<file path="src/sv/ghi_pkg.sv">
// shared types and constants of the gyro heading integrator
`timescale 1ns / 1ps

package ghi_pkg;

    // defaults and widths
    localparam int CAL_LOG2_DEF   = 8;
    localparam int SUM_W          = 25;
    localparam int QUEUE_DEPTH    = 2;
    localparam logic [15:0] MIN_INTERVAL_RST = 16'd10;
    localparam logic [9:0]  MAX_DT_RST       = 10'd1000;

    // one full turn in heading units (1/33536000 degree)
    localparam logic [33:0] FULL_TURN = 34'd12072960000;

    // input function codes
    localparam logic [1:0] FUNC_SAMPLE = 2'd0;
    localparam logic [1:0] FUNC_START  = 2'd1;
    localparam logic [1:0] FUNC_ZERO   = 2'd2;
    localparam logic [1:0] FUNC_UNUSED = 2'd3;

    // configuration register indexes
    localparam logic CFG_MIN_INTERVAL = 1'b0;
    localparam logic CFG_MAX_DT       = 1'b1;

    // classified command
    typedef enum logic [1:0] {
        CMD_SAMPLE = 2'd0,
        CMD_START  = 2'd1,
        CMD_ZERO   = 2'd2,
        CMD_NOP    = 2'd3
    } t_cmd;

    // heading operation handed from the control stage to the accumulator
    typedef enum logic [1:0] {
        HOP_KEEP  = 2'b00,
        HOP_CLEAR = 2'b01,
        HOP_ADD   = 2'b10
    } t_hop;

    // one classified item
    typedef struct packed {
        t_cmd               cmd;
        logic signed [15:0] raw;
        logic [31:0]        time_ms;
    } t_item;

    // configuration registers
    typedef struct packed {
        logic [15:0] min_interval;
        logic [9:0]  max_dt;
    } t_cfg;

endpackage

</file>
<file path="src/sv/ghi_front.sv">
// front end: accepts input beats, classifies the function code and registers the item
`timescale 1ns / 1ps

module ghi_front (
    input  logic                i_clk,
    input  logic                i_rst_n,
    input  logic                i_in_valid,
    output logic                o_in_ready,
    input  logic [1:0]          i_func,
    input  logic signed [15:0]  i_raw_rate,
    input  logic [31:0]         i_time_ms,
    output logic                o_item_valid,
    input  logic                i_item_ready,
    output ghi_pkg::t_item      o_item
);

    logic           r_valid;
    logic           n_valid;
    ghi_pkg::t_item r_item;
    ghi_pkg::t_cmd  w_cmd;
    logic           w_load;

    // map the raw function code onto a command
    always_comb begin
        unique case (i_func)
            ghi_pkg::FUNC_SAMPLE: w_cmd = ghi_pkg::CMD_SAMPLE;
            ghi_pkg::FUNC_START:  w_cmd = ghi_pkg::CMD_START;
            ghi_pkg::FUNC_ZERO:   w_cmd = ghi_pkg::CMD_ZERO;
            ghi_pkg::FUNC_UNUSED: w_cmd = ghi_pkg::CMD_NOP;
        endcase
    end

    // input stage handshake
    assign o_in_ready   = !r_valid || i_item_ready;
    assign w_load       = i_in_valid && o_in_ready;
    assign o_item_valid = r_valid;
    assign o_item       = r_item;

    always_comb begin
        n_valid = r_valid;
        if (w_load) begin
            n_valid = 1'b1;
        end else if (i_item_ready) begin
            n_valid = 1'b0;
        end
    end

    // valid bit
    always_ff @(posedge i_clk) begin
        if (!i_rst_n) begin
            r_valid <= 1'b0;
        end else begin
            r_valid <= n_valid;
        end
    end

    // payload
    always_ff @(posedge i_clk) begin
        if (w_load) begin
            r_item.cmd     <= w_cmd;
            r_item.raw     <= i_raw_rate;
            r_item.time_ms <= i_time_ms;
        end
    end

endmodule

</file>
<file path="src/sv/ghi_queue.sv">
// short item queue between the front end and the execution back end
`timescale 1ns / 1ps

module ghi_queue (
    input  logic           i_clk,
    input  logic           i_rst_n,
    input  logic           i_push,
    output logic           o_push_ready,
    input  ghi_pkg::t_item i_item,
    input  logic           i_pop,
    output logic           o_pop_valid,
    output ghi_pkg::t_item o_item
);

    localparam int DEPTH = ghi_pkg::QUEUE_DEPTH;
    localparam int PTR_W = (DEPTH > 1) ? $clog2(DEPTH) : 1;
    localparam int CNT_W = $clog2(DEPTH + 1);

    ghi_pkg::t_item r_mem [DEPTH];
    logic [PTR_W-1:0] r_wr;
    logic [PTR_W-1:0] r_rd;
    logic [CNT_W-1:0] r_count;
    logic [PTR_W-1:0] n_wr;
    logic [PTR_W-1:0] n_rd;
    logic [CNT_W-1:0] n_count;
    logic             w_wr_en;
    logic             w_rd_en;

    assign o_push_ready = (r_count != CNT_W'(DEPTH));
    assign o_pop_valid  = (r_count != '0);
    assign o_item       = r_mem[r_rd];
    assign w_wr_en      = i_push && o_push_ready;
    assign w_rd_en      = i_pop && o_pop_valid;

    // pointer and fill count update
    always_comb begin
        n_wr    = r_wr;
        n_rd    = r_rd;
        n_count = r_count;
        if (w_wr_en) begin
            n_wr = (r_wr == PTR_W'(DEPTH - 1)) ? '0 : r_wr + 1'b1;
        end
        if (w_rd_en) begin
            n_rd = (r_rd == PTR_W'(DEPTH - 1)) ? '0 : r_rd + 1'b1;
        end
        if (w_wr_en && !w_rd_en) begin
            n_count = r_count + 1'b1;
        end else if (!w_wr_en && w_rd_en) begin
            n_count = r_count - 1'b1;
        end
    end

    always_ff @(posedge i_clk) begin
        if (!i_rst_n) begin
            r_wr    <= '0;
            r_rd    <= '0;
            r_count <= '0;
        end else begin
            r_wr    <= n_wr;
            r_rd    <= n_rd;
            r_count <= n_count;
        end
    end

    // entry storage
    always_ff @(posedge i_clk) begin
        if (w_wr_en) begin
            r_mem[r_wr] <= i_item;
        end
    end

endmodule

</file>
<file path="src/sv/ghi_back.sv">
// back end: calibration and timing control, rate multiply, heading accumulate and wrap
`timescale 1ns / 1ps

module ghi_back #(
    parameter int CAL_LOG2 = ghi_pkg::CAL_LOG2_DEF
) (
    input  logic                i_clk,
    input  logic                i_rst_n,
    input  ghi_pkg::t_cfg       i_cfg,
    input  logic                i_q_valid,
    output logic                o_q_pop,
    input  ghi_pkg::t_item      i_q_item,
    output logic                o_out_valid,
    input  logic                i_out_ready,
    output logic [33:0]         o_heading,
    output logic signed [25:0]  o_corrected_rate,
    output logic                o_calibrating,
    output logic                o_enabled,
    output logic                o_integrated
);

    localparam int SUM_W   = ghi_pkg::SUM_W;
    localparam int CNT_W   = CAL_LOG2 + 1;
    localparam int BIAS_SH = 8 - CAL_LOG2;
    localparam logic [CNT_W-1:0] CAL_SAMPLES = CNT_W'(1) << CAL_LOG2;
    localparam logic signed [37:0] TURN     = $signed({4'b0, ghi_pkg::FULL_TURN});
    localparam logic signed [37:0] TWO_TURN = TURN + TURN;

    // control state
    logic                    r_enabled,  n_enabled;
    logic                    r_cal,      n_cal;
    logic [CNT_W-1:0]        r_count,    n_count;
    logic signed [SUM_W-1:0] r_sum,      n_sum;
    logic signed [SUM_W-1:0] r_bias,     n_bias;
    logic [31:0]             r_last,     n_last;

    // control stage register
    logic                    r_a_valid,  n_a_valid;
    ghi_pkg::t_hop           r_a_hop,    n_a_hop;
    logic signed [36:0]      r_a_prod;
    logic signed [25:0]      r_a_corr;
    logic                    r_a_cal;
    logic                    r_a_en;
    logic                    r_a_int,    n_a_int;

    // output register and heading state
    logic                    r_o_valid,  n_o_valid;
    logic signed [25:0]      r_o_corr;
    logic                    r_o_cal;
    logic                    r_o_en;
    logic                    r_o_int;
    logic [33:0]             r_heading,  n_heading;

    logic                    w_out_free;
    logic                    w_a_move;
    logic signed [25:0]      w_corr;
    logic [31:0]             w_elapsed;
    logic [9:0]              w_dt;
    logic signed [36:0]      w_prod;
    logic [CNT_W-1:0]        w_count_inc;
    logic signed [SUM_W-1:0] w_sum_inc;
    logic signed [37:0]      w_hsum;
    logic [33:0]             w_wrapped;

    // pipeline handshake
    assign w_out_free = !r_o_valid || i_out_ready;
    assign w_a_move   = r_a_valid && w_out_free;
    assign o_q_pop    = i_q_valid && (!r_a_valid || w_out_free);

    // corrected rate against the bias held before this item
    assign w_corr = {{2{i_q_item.raw[15]}}, i_q_item.raw, 8'b0} - {r_bias[SUM_W-1], r_bias};

    // elapsed time, saturated step and rate product
    assign w_elapsed = i_q_item.time_ms - r_last;
    assign w_dt      = (w_elapsed < {22'b0, i_cfg.max_dt}) ? w_elapsed[9:0] : i_cfg.max_dt;
    assign w_prod    = $signed({{11{w_corr[25]}}, w_corr}) * $signed({27'b0, w_dt});

    // calibration accumulate
    assign w_count_inc = r_count + 1'b1;
    assign w_sum_inc   = r_sum + {{(SUM_W-16){i_q_item.raw[15]}}, i_q_item.raw};

    // command execution
    always_comb begin
        n_enabled = r_enabled;
        n_cal     = r_cal;
        n_count   = r_count;
        n_sum     = r_sum;
        n_bias    = r_bias;
        n_last    = r_last;
        n_a_hop   = ghi_pkg::HOP_KEEP;
        n_a_int   = 1'b0;
        if (o_q_pop) begin
            unique case (i_q_item.cmd)
                ghi_pkg::CMD_START: begin
                    n_enabled = 1'b1;
                    n_last    = i_q_item.time_ms;
                    n_cal     = 1'b1;
                    n_count   = '0;
                    n_sum     = '0;
                end
                ghi_pkg::CMD_ZERO: begin
                    n_a_hop = ghi_pkg::HOP_CLEAR;
                end
                ghi_pkg::CMD_SAMPLE: begin
                    if (r_enabled) begin
                        if (r_cal) begin
                            n_count = w_count_inc;
                            n_sum   = w_sum_inc;
                            if (w_count_inc == CAL_SAMPLES) begin
                                n_bias  = w_sum_inc <<< BIAS_SH;
                                n_a_hop = ghi_pkg::HOP_CLEAR;
                                n_cal   = 1'b0;
                                n_count = '0;
                                n_sum   = '0;
                            end
                        end else if (w_elapsed >= {16'b0, i_cfg.min_interval}) begin
                            n_a_hop = ghi_pkg::HOP_ADD;
                            n_last  = i_q_item.time_ms;
                            n_a_int = 1'b1;
                        end
                    end
                end
                ghi_pkg::CMD_NOP: begin
                end
            endcase
        end
    end

    // heading add and wrap into one turn
    assign w_hsum = $signed({4'b0, r_heading}) + {r_a_prod[36], r_a_prod};

    always_comb begin
        priority if (w_hsum < -TURN) begin
            w_wrapped = 34'(w_hsum + TWO_TURN);
        end else if (w_hsum < 38'sd0) begin
            w_wrapped = 34'(w_hsum + TURN);
        end else if (w_hsum < TURN) begin
            w_wrapped = 34'(w_hsum);
        end else if (w_hsum < TWO_TURN) begin
            w_wrapped = 34'(w_hsum - TURN);
        end else begin
            w_wrapped = 34'(w_hsum - TWO_TURN);
        end
    end

    always_comb begin
        n_heading = r_heading;
        if (w_a_move) begin
            unique case (r_a_hop)
                ghi_pkg::HOP_CLEAR: n_heading = '0;
                ghi_pkg::HOP_ADD:   n_heading = w_wrapped;
                default:            n_heading = r_heading;
            endcase
        end
    end

    // stage valid bits
    always_comb begin
        n_a_valid = r_a_valid;
        if (o_q_pop) begin
            n_a_valid = 1'b1;
        end else if (w_out_free) begin
            n_a_valid = 1'b0;
        end
        n_o_valid = r_o_valid;
        if (w_a_move) begin
            n_o_valid = 1'b1;
        end else if (i_out_ready) begin
            n_o_valid = 1'b0;
        end
    end

    // control state and valid bits
    always_ff @(posedge i_clk) begin
        if (!i_rst_n) begin
            r_enabled <= 1'b0;
            r_cal     <= 1'b0;
            r_count   <= '0;
            r_sum     <= '0;
            r_bias    <= '0;
            r_last    <= '0;
            r_heading <= '0;
            r_a_valid <= 1'b0;
            r_o_valid <= 1'b0;
        end else begin
            r_enabled <= n_enabled;
            r_cal     <= n_cal;
            r_count   <= n_count;
            r_sum     <= n_sum;
            r_bias    <= n_bias;
            r_last    <= n_last;
            r_heading <= n_heading;
            r_a_valid <= n_a_valid;
            r_o_valid <= n_o_valid;
        end
    end

    // control stage payload
    always_ff @(posedge i_clk) begin
        if (o_q_pop) begin
            r_a_hop  <= n_a_hop;
            r_a_prod <= w_prod;
            r_a_corr <= w_corr;
            r_a_cal  <= n_cal;
            r_a_en   <= n_enabled;
            r_a_int  <= n_a_int;
        end
    end

    // output payload
    always_ff @(posedge i_clk) begin
        if (w_a_move) begin
            r_o_corr <= r_a_corr;
            r_o_cal  <= r_a_cal;
            r_o_en   <= r_a_en;
            r_o_int  <= r_a_int;
        end
    end

    assign o_out_valid      = r_o_valid;
    assign o_heading        = r_heading;
    assign o_corrected_rate = r_o_corr;
    assign o_calibrating    = r_o_cal;
    assign o_enabled        = r_o_en;
    assign o_integrated     = r_o_int;

endmodule

</file>
<file path="src/sv/gyro_heading_integrator.sv">
// top level of the gyro heading integrator: config registers and front, queue, back
`timescale 1ns / 1ps
//
// Gyro bias calibration and heading integration.
// Input channel (i_in_valid / o_in_ready) carries one beat per sample or command:
// i_func (0 rate sample, 1 start calibration, 2 zero heading), i_raw_rate, i_time_ms.
// Output channel (o_out_valid / i_out_ready) returns exactly one beat per input beat,
// in order: heading, corrected rate, calibration and enable flags, integrated flag.
// Configuration is written through i_cfg_we / i_cfg_addr / i_cfg_wdata while idle:
// index 0 is the minimum sample interval, index 1 the saturation of the time step.
// A beat passes the input register, queue, control stage and output register.
// Throughput: one beat per cycle unless stalled; the heading accumulator with its add
// and turn wrap closes in a single cycle, behind a registered rate multiply.
// A 2-entry queue separates the input register from the execution stages, so input
// keeps flowing while a finished result waits in the output register.
// When the receiver stalls, the output register holds, then the execution stages,
// then the queue fills and o_in_ready drops.
// Reset (synchronous, active low) clears the pipeline, disables the block, zeroes
// bias and heading, and restores the config defaults (10 ms, 1000 ms).
//

module gyro_heading_integrator #(
    parameter int CAL_LOG2 = ghi_pkg::CAL_LOG2_DEF
) (
    input  logic                i_clk,
    input  logic                i_rst_n,
    input  logic                i_in_valid,
    output logic                o_in_ready,
    input  logic [1:0]          i_func,
    input  logic signed [15:0]  i_raw_rate,
    input  logic [31:0]         i_time_ms,
    output logic                o_out_valid,
    input  logic                i_out_ready,
    output logic [33:0]         o_heading,
    output logic signed [25:0]  o_corrected_rate,
    output logic                o_calibrating,
    output logic                o_enabled,
    output logic                o_integrated,
    input  logic                i_cfg_we,
    input  logic                i_cfg_addr,
    input  logic [15:0]         i_cfg_wdata
);

    ghi_pkg::t_cfg  r_cfg;
    ghi_pkg::t_item w_front_item;
    ghi_pkg::t_item w_q_item;
    logic           w_front_valid;
    logic           w_q_ready;
    logic           w_q_valid;
    logic           w_q_pop;

    // configuration registers
    always_ff @(posedge i_clk) begin
        if (!i_rst_n) begin
            r_cfg.min_interval <= ghi_pkg::MIN_INTERVAL_RST;
            r_cfg.max_dt       <= ghi_pkg::MAX_DT_RST;
        end else if (i_cfg_we) begin
            if (i_cfg_addr == ghi_pkg::CFG_MIN_INTERVAL) begin
                r_cfg.min_interval <= i_cfg_wdata;
            end
            if (i_cfg_addr == ghi_pkg::CFG_MAX_DT) begin
                r_cfg.max_dt <= i_cfg_wdata[9:0];
            end
        end
    end

    // input register and classification
    ghi_front u_front (
        .i_clk        (i_clk),
        .i_rst_n      (i_rst_n),
        .i_in_valid   (i_in_valid),
        .o_in_ready   (o_in_ready),
        .i_func       (i_func),
        .i_raw_rate   (i_raw_rate),
        .i_time_ms    (i_time_ms),
        .o_item_valid (w_front_valid),
        .i_item_ready (w_q_ready),
        .o_item       (w_front_item)
    );

    // decoupling queue
    ghi_queue u_queue (
        .i_clk        (i_clk),
        .i_rst_n      (i_rst_n),
        .i_push       (w_front_valid),
        .o_push_ready (w_q_ready),
        .i_item       (w_front_item),
        .i_pop        (w_q_pop),
        .o_pop_valid  (w_q_valid),
        .o_item       (w_q_item)
    );

    // execution
    ghi_back #(
        .CAL_LOG2 (CAL_LOG2)
    ) u_back (
        .i_clk            (i_clk),
        .i_rst_n          (i_rst_n),
        .i_cfg            (r_cfg),
        .i_q_valid        (w_q_valid),
        .o_q_pop          (w_q_pop),
        .i_q_item         (w_q_item),
        .o_out_valid      (o_out_valid),
        .i_out_ready      (i_out_ready),
        .o_heading        (o_heading),
        .o_corrected_rate (o_corrected_rate),
        .o_calibrating    (o_calibrating),
        .o_enabled        (o_enabled),
        .o_integrated     (o_integrated)
    );

endmodule

</file>
<file path="config.mk">
export PLATFORM = sky130hd
export DESIGN_NAME = gyro_heading_integrator
export DESIGN_NICKNAME = d
export VERILOG_FILES = /design/src/sv/ghi_pkg.sv /design/src/sv/ghi_front.sv /design/src/sv/ghi_queue.sv /design/src/sv/ghi_back.sv /design/src/sv/gyro_heading_integrator.sv
export SDC_FILE = /design/constraint.sdc
export NUM_CORES = 1
export LEC_CHECK = 0
export ABC_AREA = 1
export BUFFER_PORTS_ARGS = -buffer_cell sky130_fd_sc_hd__buf_4
export CAP_MARGIN = 0
export CORE_ASPECT_RATIO = 1.25
export CORE_MARGIN = 5
export CORE_UTILIZATION = 37
export DETAILED_ROUTE_END_ITERATION = 16
export GPL_TIMING_DRIVEN = 0
export PLACE_DENSITY = 0.53
export SYNTH_ARGS = -nofsm -noshare
export SYNTH_HDL_FRONTEND = slang
export SYNTH_SLANG_ARGS = --single-unit
</file>
<file path="constraint.sdc">
create_clock -name i_clk -period 11.5 [get_ports i_clk]
set_input_delay 0.575 -clock i_clk [delete_from_list [all_inputs] [get_ports i_clk]]
set_output_delay 0.575 -clock i_clk [all_outputs]
set_load 0.01 [all_outputs]
</file>
=== Word-level counts from Yosys, hierarchy flattened ===
Memory sizes are Yosys's and may differ from the RTL's. A register that Yosys moved wholly into a read port is not among the register bits.
Cells that the tools add are included.

* Multiply operators: 1
* Reduce and logical (&&, ||, !) cells: 31
* Muxes and demuxes: 46
* Bitwise gates (word level): 3
* $lt $le $gt $ge: 6
* Add/subtract/negate cells: 13
* Equal/unequal tests: 13

{| class="wikitable"
|+ Operators with widths
! operator !! number
|-
| two-way mux 34 bit || 4
|-
| two-way mux 32 bit || 3
|-
| less-than comparator 38 x 35 -> 1 bit, second input constant || 2
|-
| two-way mux 25 bit || 3
|-
| adder 34 bit, second input constant || 2
|-
| one-hot mux 34 bit (2 select lines) || 1
|-
| subtractor 34 bit, second input constant || 2
|-
| one-hot mux 32 bit (2 select lines) || 1
|-
| one-hot mux 25 bit (2 select lines) || 1
|-
| adder 35 x 37 -> 38 bit || 1
|-
| less-than comparator 38 x 1 -> 1 bit, second input constant || 1
|-
| less-than comparator 38 x 36 -> 1 bit, second input constant || 1
|-
| multiplier 26 x 11 -> 37 bit || 1
|-
| >= comparator 32 x 16 -> 1 bit || 1
|-
| less-than comparator 32 x 10 -> 1 bit || 1
|-
| subtractor 32 bit || 1
|-
| two-way mux 9 bit || 3
|-
| subtractor 24 x 25 -> 26 bit || 1
|-
| adder 25 bit || 1
|-
| two-way mux 1 bit || 20
|-
| one-hot mux 9 bit (2 select lines) || 1
|-
| nonzero test 2 bit || 7
|-
| two-way mux 10 bit || 1
|-
| two-way mux 2 bit || 5
|-
| other kinds (21) || 48
|}

* Word-level logic and storage cells: 142
* Register bits after elaboration: 307
* Output and inout port bits: 65
* Memories: 1
* Bits of input ports: 72
* Memory bits (writable): 100

{| class="wikitable"
|+ Memories
! memory !! words !! bits a word !! rd ports !! clocked after Yosys merged registers in !! wr ports !! line !! RTL
|-
| u_queue.r_mem || 2 || 50 || 1 || 1 || 1 || ghi_queue.sv:19 || <nowiki>ghi_pkg::t_item r_mem [DEPTH];</nowiki>
|}

=== Longest topological paths before layout ===
* Word-level depth: 8
* Mapped depth: 54
* Depth with buffers taken out: 49

=== Modules after synthesis ===
From an unflattened synthesis, not the netlist that was laid out.

* Cell total of the unflattened synthesis: 4248
* Area total of the unflattened synthesis: 34419.3 µm²

{| class="wikitable"
|+ Modules (own cells, without submodules)
! module !! cells an instance !! area each (µm²) !! times used !! sequential area each (µm²)
|-
| ghi_back || 3850 || 27704.1 || 1 || 5495.3
|-
| ghi_queue || 193 || 4105.2 || 1 || 3103.0
|-
| ghi_front || 59 || 1560.2 || 1 || 1521.5
|-
| gyro_heading_integrator || 146 || 1049.8 || 1 || 520.5
|}

=== Least setup slack after synthesis ===
No wires, ideal clock.

* Path type: reg-to-reg
* Start point: reg with a tool-made name
* End point: reg u_back.r_a_prod[34] (data pin)
* Arrival time: 8620 ps
* Slack: 2615 ps
* Data required time: 11235 ps
* Period minus slack after synthesis: 8885 ps
* Setup time: 265 ps
* Cell stages (with the launch flop): 45
* Buffers on the path: 6
* Cell sequence: dfxtp_1 clkbuf_1 clkbuf_1 clkbuf_1 o21ai_0 inv_1 ha_1 a21oi_1 nand2_1 a21oi_2 o21ai_2 nand2_1 nand2_1 xor2_1 ha_1 a21oi_1 o2111a_1 nand3_1 [... 9 more ...] inv_1 ha_1 fa_1 inv_1 fa_1 inv_1 ha_1 nand2_1 o21ai_0 nor2_1 o21ai_0 a21oi_1 o31ai_1 a21boi_0 o21ai_0 a21boi_0 o21ai_0 xor2_1

{| class="wikitable"
|+ RTL lines
! item !! line !! RTL
|-
| end signal: assignment || ghi_back.sv:202 || <nowiki>r_a_prod <= w_prod;</nowiki>
|-
| end: declaration || ghi_back.sv:40 || <nowiki>logic signed [36:0] r_a_prod;</nowiki>
|}

==> qor.yml <==
run_status: "completed"
syn_area_um2: 34300
grt_overflow: 0
routed_wl_um: 101000
max_freq_ghz: 0.0946
antenna_found_initial: 1
nets: 5079
routed.top_layer: "met4"
cts.sinks: 408
async_flop_share: 0
synth_nets: 4893
reg2reg_depth: 43
h-tree-depth: 2
fin_area_um2: 38700
finalHoldViolations: 0
diodes: 0
clk_pin_slew_worst_paths_ns: 0.06
cts_buffers: 47
crit_type: "reg2reg"
timing.slew.headroom: 0.0712
wl_per_cell_um: 17.5
hold_depth: 1
r2r_setup_slack_ns: 0.93
rsz0062_at_grt: "no"
skew_ns: 0.0618
hpwl_um: 83400
die_h_um: 350
cp_data_arrival_time_ns: 10.89
portBuffers: 133
drv_cap: 0
placeableCoreArea_um2: 91700
via_per_inst: 4.82
final_layout_size_suffix_gt1_frac: 0.102
layout_common_cells: "nand2_1, inv_1, nor2_1, a21oi_1, edfxtp_1"
fin_crit_ns: 10.57
drv_slew: 0
yosysTopAreaCell: "edfxtp_1"
ys.flop_type: "edfxtp_1"
start_util: 0.374
dieArea_um2: 98900
ios: 137
finalCritPeriodShare: 0.919
synth_seq_area_share: 0.310
startpoint_type: "register"
grt_pass1_vias: 28317
ys_ff_latch: 408
cp_slowest_stage_delay_ns: 0.58
syn_area_per_cell_um2: 7.85
worst_pin_slew_ns: 1.38
postCtsSetupRepairBufs: 0
final_common_cell: "nand2_1"
timing.rr.end: "u_back.r_a_prod[34]"
syn_inst: 4370
syn2layout_area_growth_pct: 12.7
hp-class: "in2reg"
cp-endpoint: "u_back.r_a_prod[34]"
ys_warn_count: 0
setup-violations-final: 0
yosysTopAreaCellShare: 0.216
cp_data_required_time_ns: 11.82
met1Wirelength_um: 42100
gp_congestion: 0.946
crit_slowest_cell: "dfxtp_1"
synth_area_leaders: "edfxtp_1, fa_1, nand2_1"
track_usage: 0.203
grt_pass1_wl_um: 158000
clk_latency_ns: 0.63
ys_types: 66
worstSetupEndpointType: "register"
die_w_um: 282
cts_hold_buf: 0
remaining_drc_errors: 0
wl_met2_um: 52500
vias: 27904
wl_met3_um: 2960
drtIter0Drc: 1405
synth_edf_count: 247
dr.pass1.iters: 7
cts_tree: "yes"
path_max_fanout: 19
cts_buffer_depth: 3
grt_max_degree: 39
drt.antenna.violating_nets: 0
rows: 124
dpl_cell_area_um2: 36900
cts_root_buffer: "clkbuf_16"
-- how the worst min path moves through the flow --
stage                             start                     endpoint  slack, ns
finish                        i_func[1]           u_front.o_item[49]       0.11
global route                  i_func[1]           u_front.o_item[49]       0.08
CTS                           i_func[1]           u_front.o_item[49]       0.07
detailed placement  u_back.r_a_corr[13]  u_back.o_corrected_rate[13]       0.40
global placement    u_back.r_a_corr[15]  u_back.o_corrected_rate[15]       0.40
floorplan                u_back.r_a_cal         u_back.o_calibrating       0.40
-- layer usage --
metal | GRT usage | up-vias
met4 | 0.0685 | 0
li1 | - | 14173
met3 | 0.0170 | 152
met2 | 0.382 | 509
met5 | 0 | -
met1 | 0.242 | 13070
-- worst max-delay path, delay by kind of cell (launching register included) --
kind,cells,cell delay (ns)
AO/OA/AOI/OAI,10,2.59
XOR/XNOR,2,0.31
adder cells (fa/ha/maj),8,3.37
buffers and inverters,11,1.50
flip-flops,1,0.58
multiplexers,1,0.41
AND/OR/NAND/NOR,11,1.48
-- Yosys cell counts, drive strengths merged (44+ instances only) --
cell type / count
inv: 826
clkbuf: 44
nand3: 174
nor2: 396
a21oi: 273
nand4: 63
dfxtp: 161
nand2: 1179
ha: 223
fa: 228
xor2: 106
o21ai: 161
edfxtp: 247
buf: 52
-- state kept, by name, indices dropped and copies added (netlist names), 26 cells and up, named ones only --
signal	cells
u_front.o_item	50
u_back.r_a_prod	37
r_cfg	26
u_queue.r_mem	100
u_back.o_heading	34
u_back.r_a_corr	26
u_back.r_last	32
u_back.o_corrected_rate	26
-- logic make-up (layout without fill, tap and decap cells) --
kind of cell	after synthesis	count (layout)	synth area share
AOI/OAI and AO/OA	555	555	0.0930
xor gates and xnor gates	145	145	0.0370
adders and majority gates	451	451	0.214
buffers and inverters	927	1152	0.107
DFF	408	408	0.310
muxes	19	19	0.00613
and+or+nand+nor	1865	1865	0.232
-- area by class of cell --
| cell class | instances | area (um2) |
|---|---|---|
| Fill cell | 9473 | 53000 |
| Multi-Input combinational cell | 3035 | 20000 |
| Sequential cell | 408 | 10600 |
| Inverter | 831 | 3120 |
| Tap cell | 1197 | 1500 |
| Clock buffer | 50 | 1200 |
| Timing Repair Buffer | 139 | 1130 |
| Buffer | 94 | 544 |
| Clock inverter | 38 | 503 |
-- stage by stage --
step	hold slack (ns)	instances	util	setup TNS [ns]	setup WS (ns)
2_1_floorplan	0.400	4370	-	0	2.62
3_3_place_gp	0.402	5700	0.401	-0.0975	-0.0975
3_5_place_dp	0.405	5706	0.403	-0.120	-0.120
4_1_cts	0.0702	5793	0.421	0	0.192
5_1_grt	0.0784	5792	0.422	0	0.141
6_report	0.112	5792	0.422	0	0.927
-- what timing repair did --
action / in CTS / in global routing
resized for setup: 1 / 7
setup endpoints to repair: 3 / 9
pin swaps: 0 / 0
Power is not shown: default switching activity piles up to over one toggle a cycle in this logic, so the estimate is an artifact.
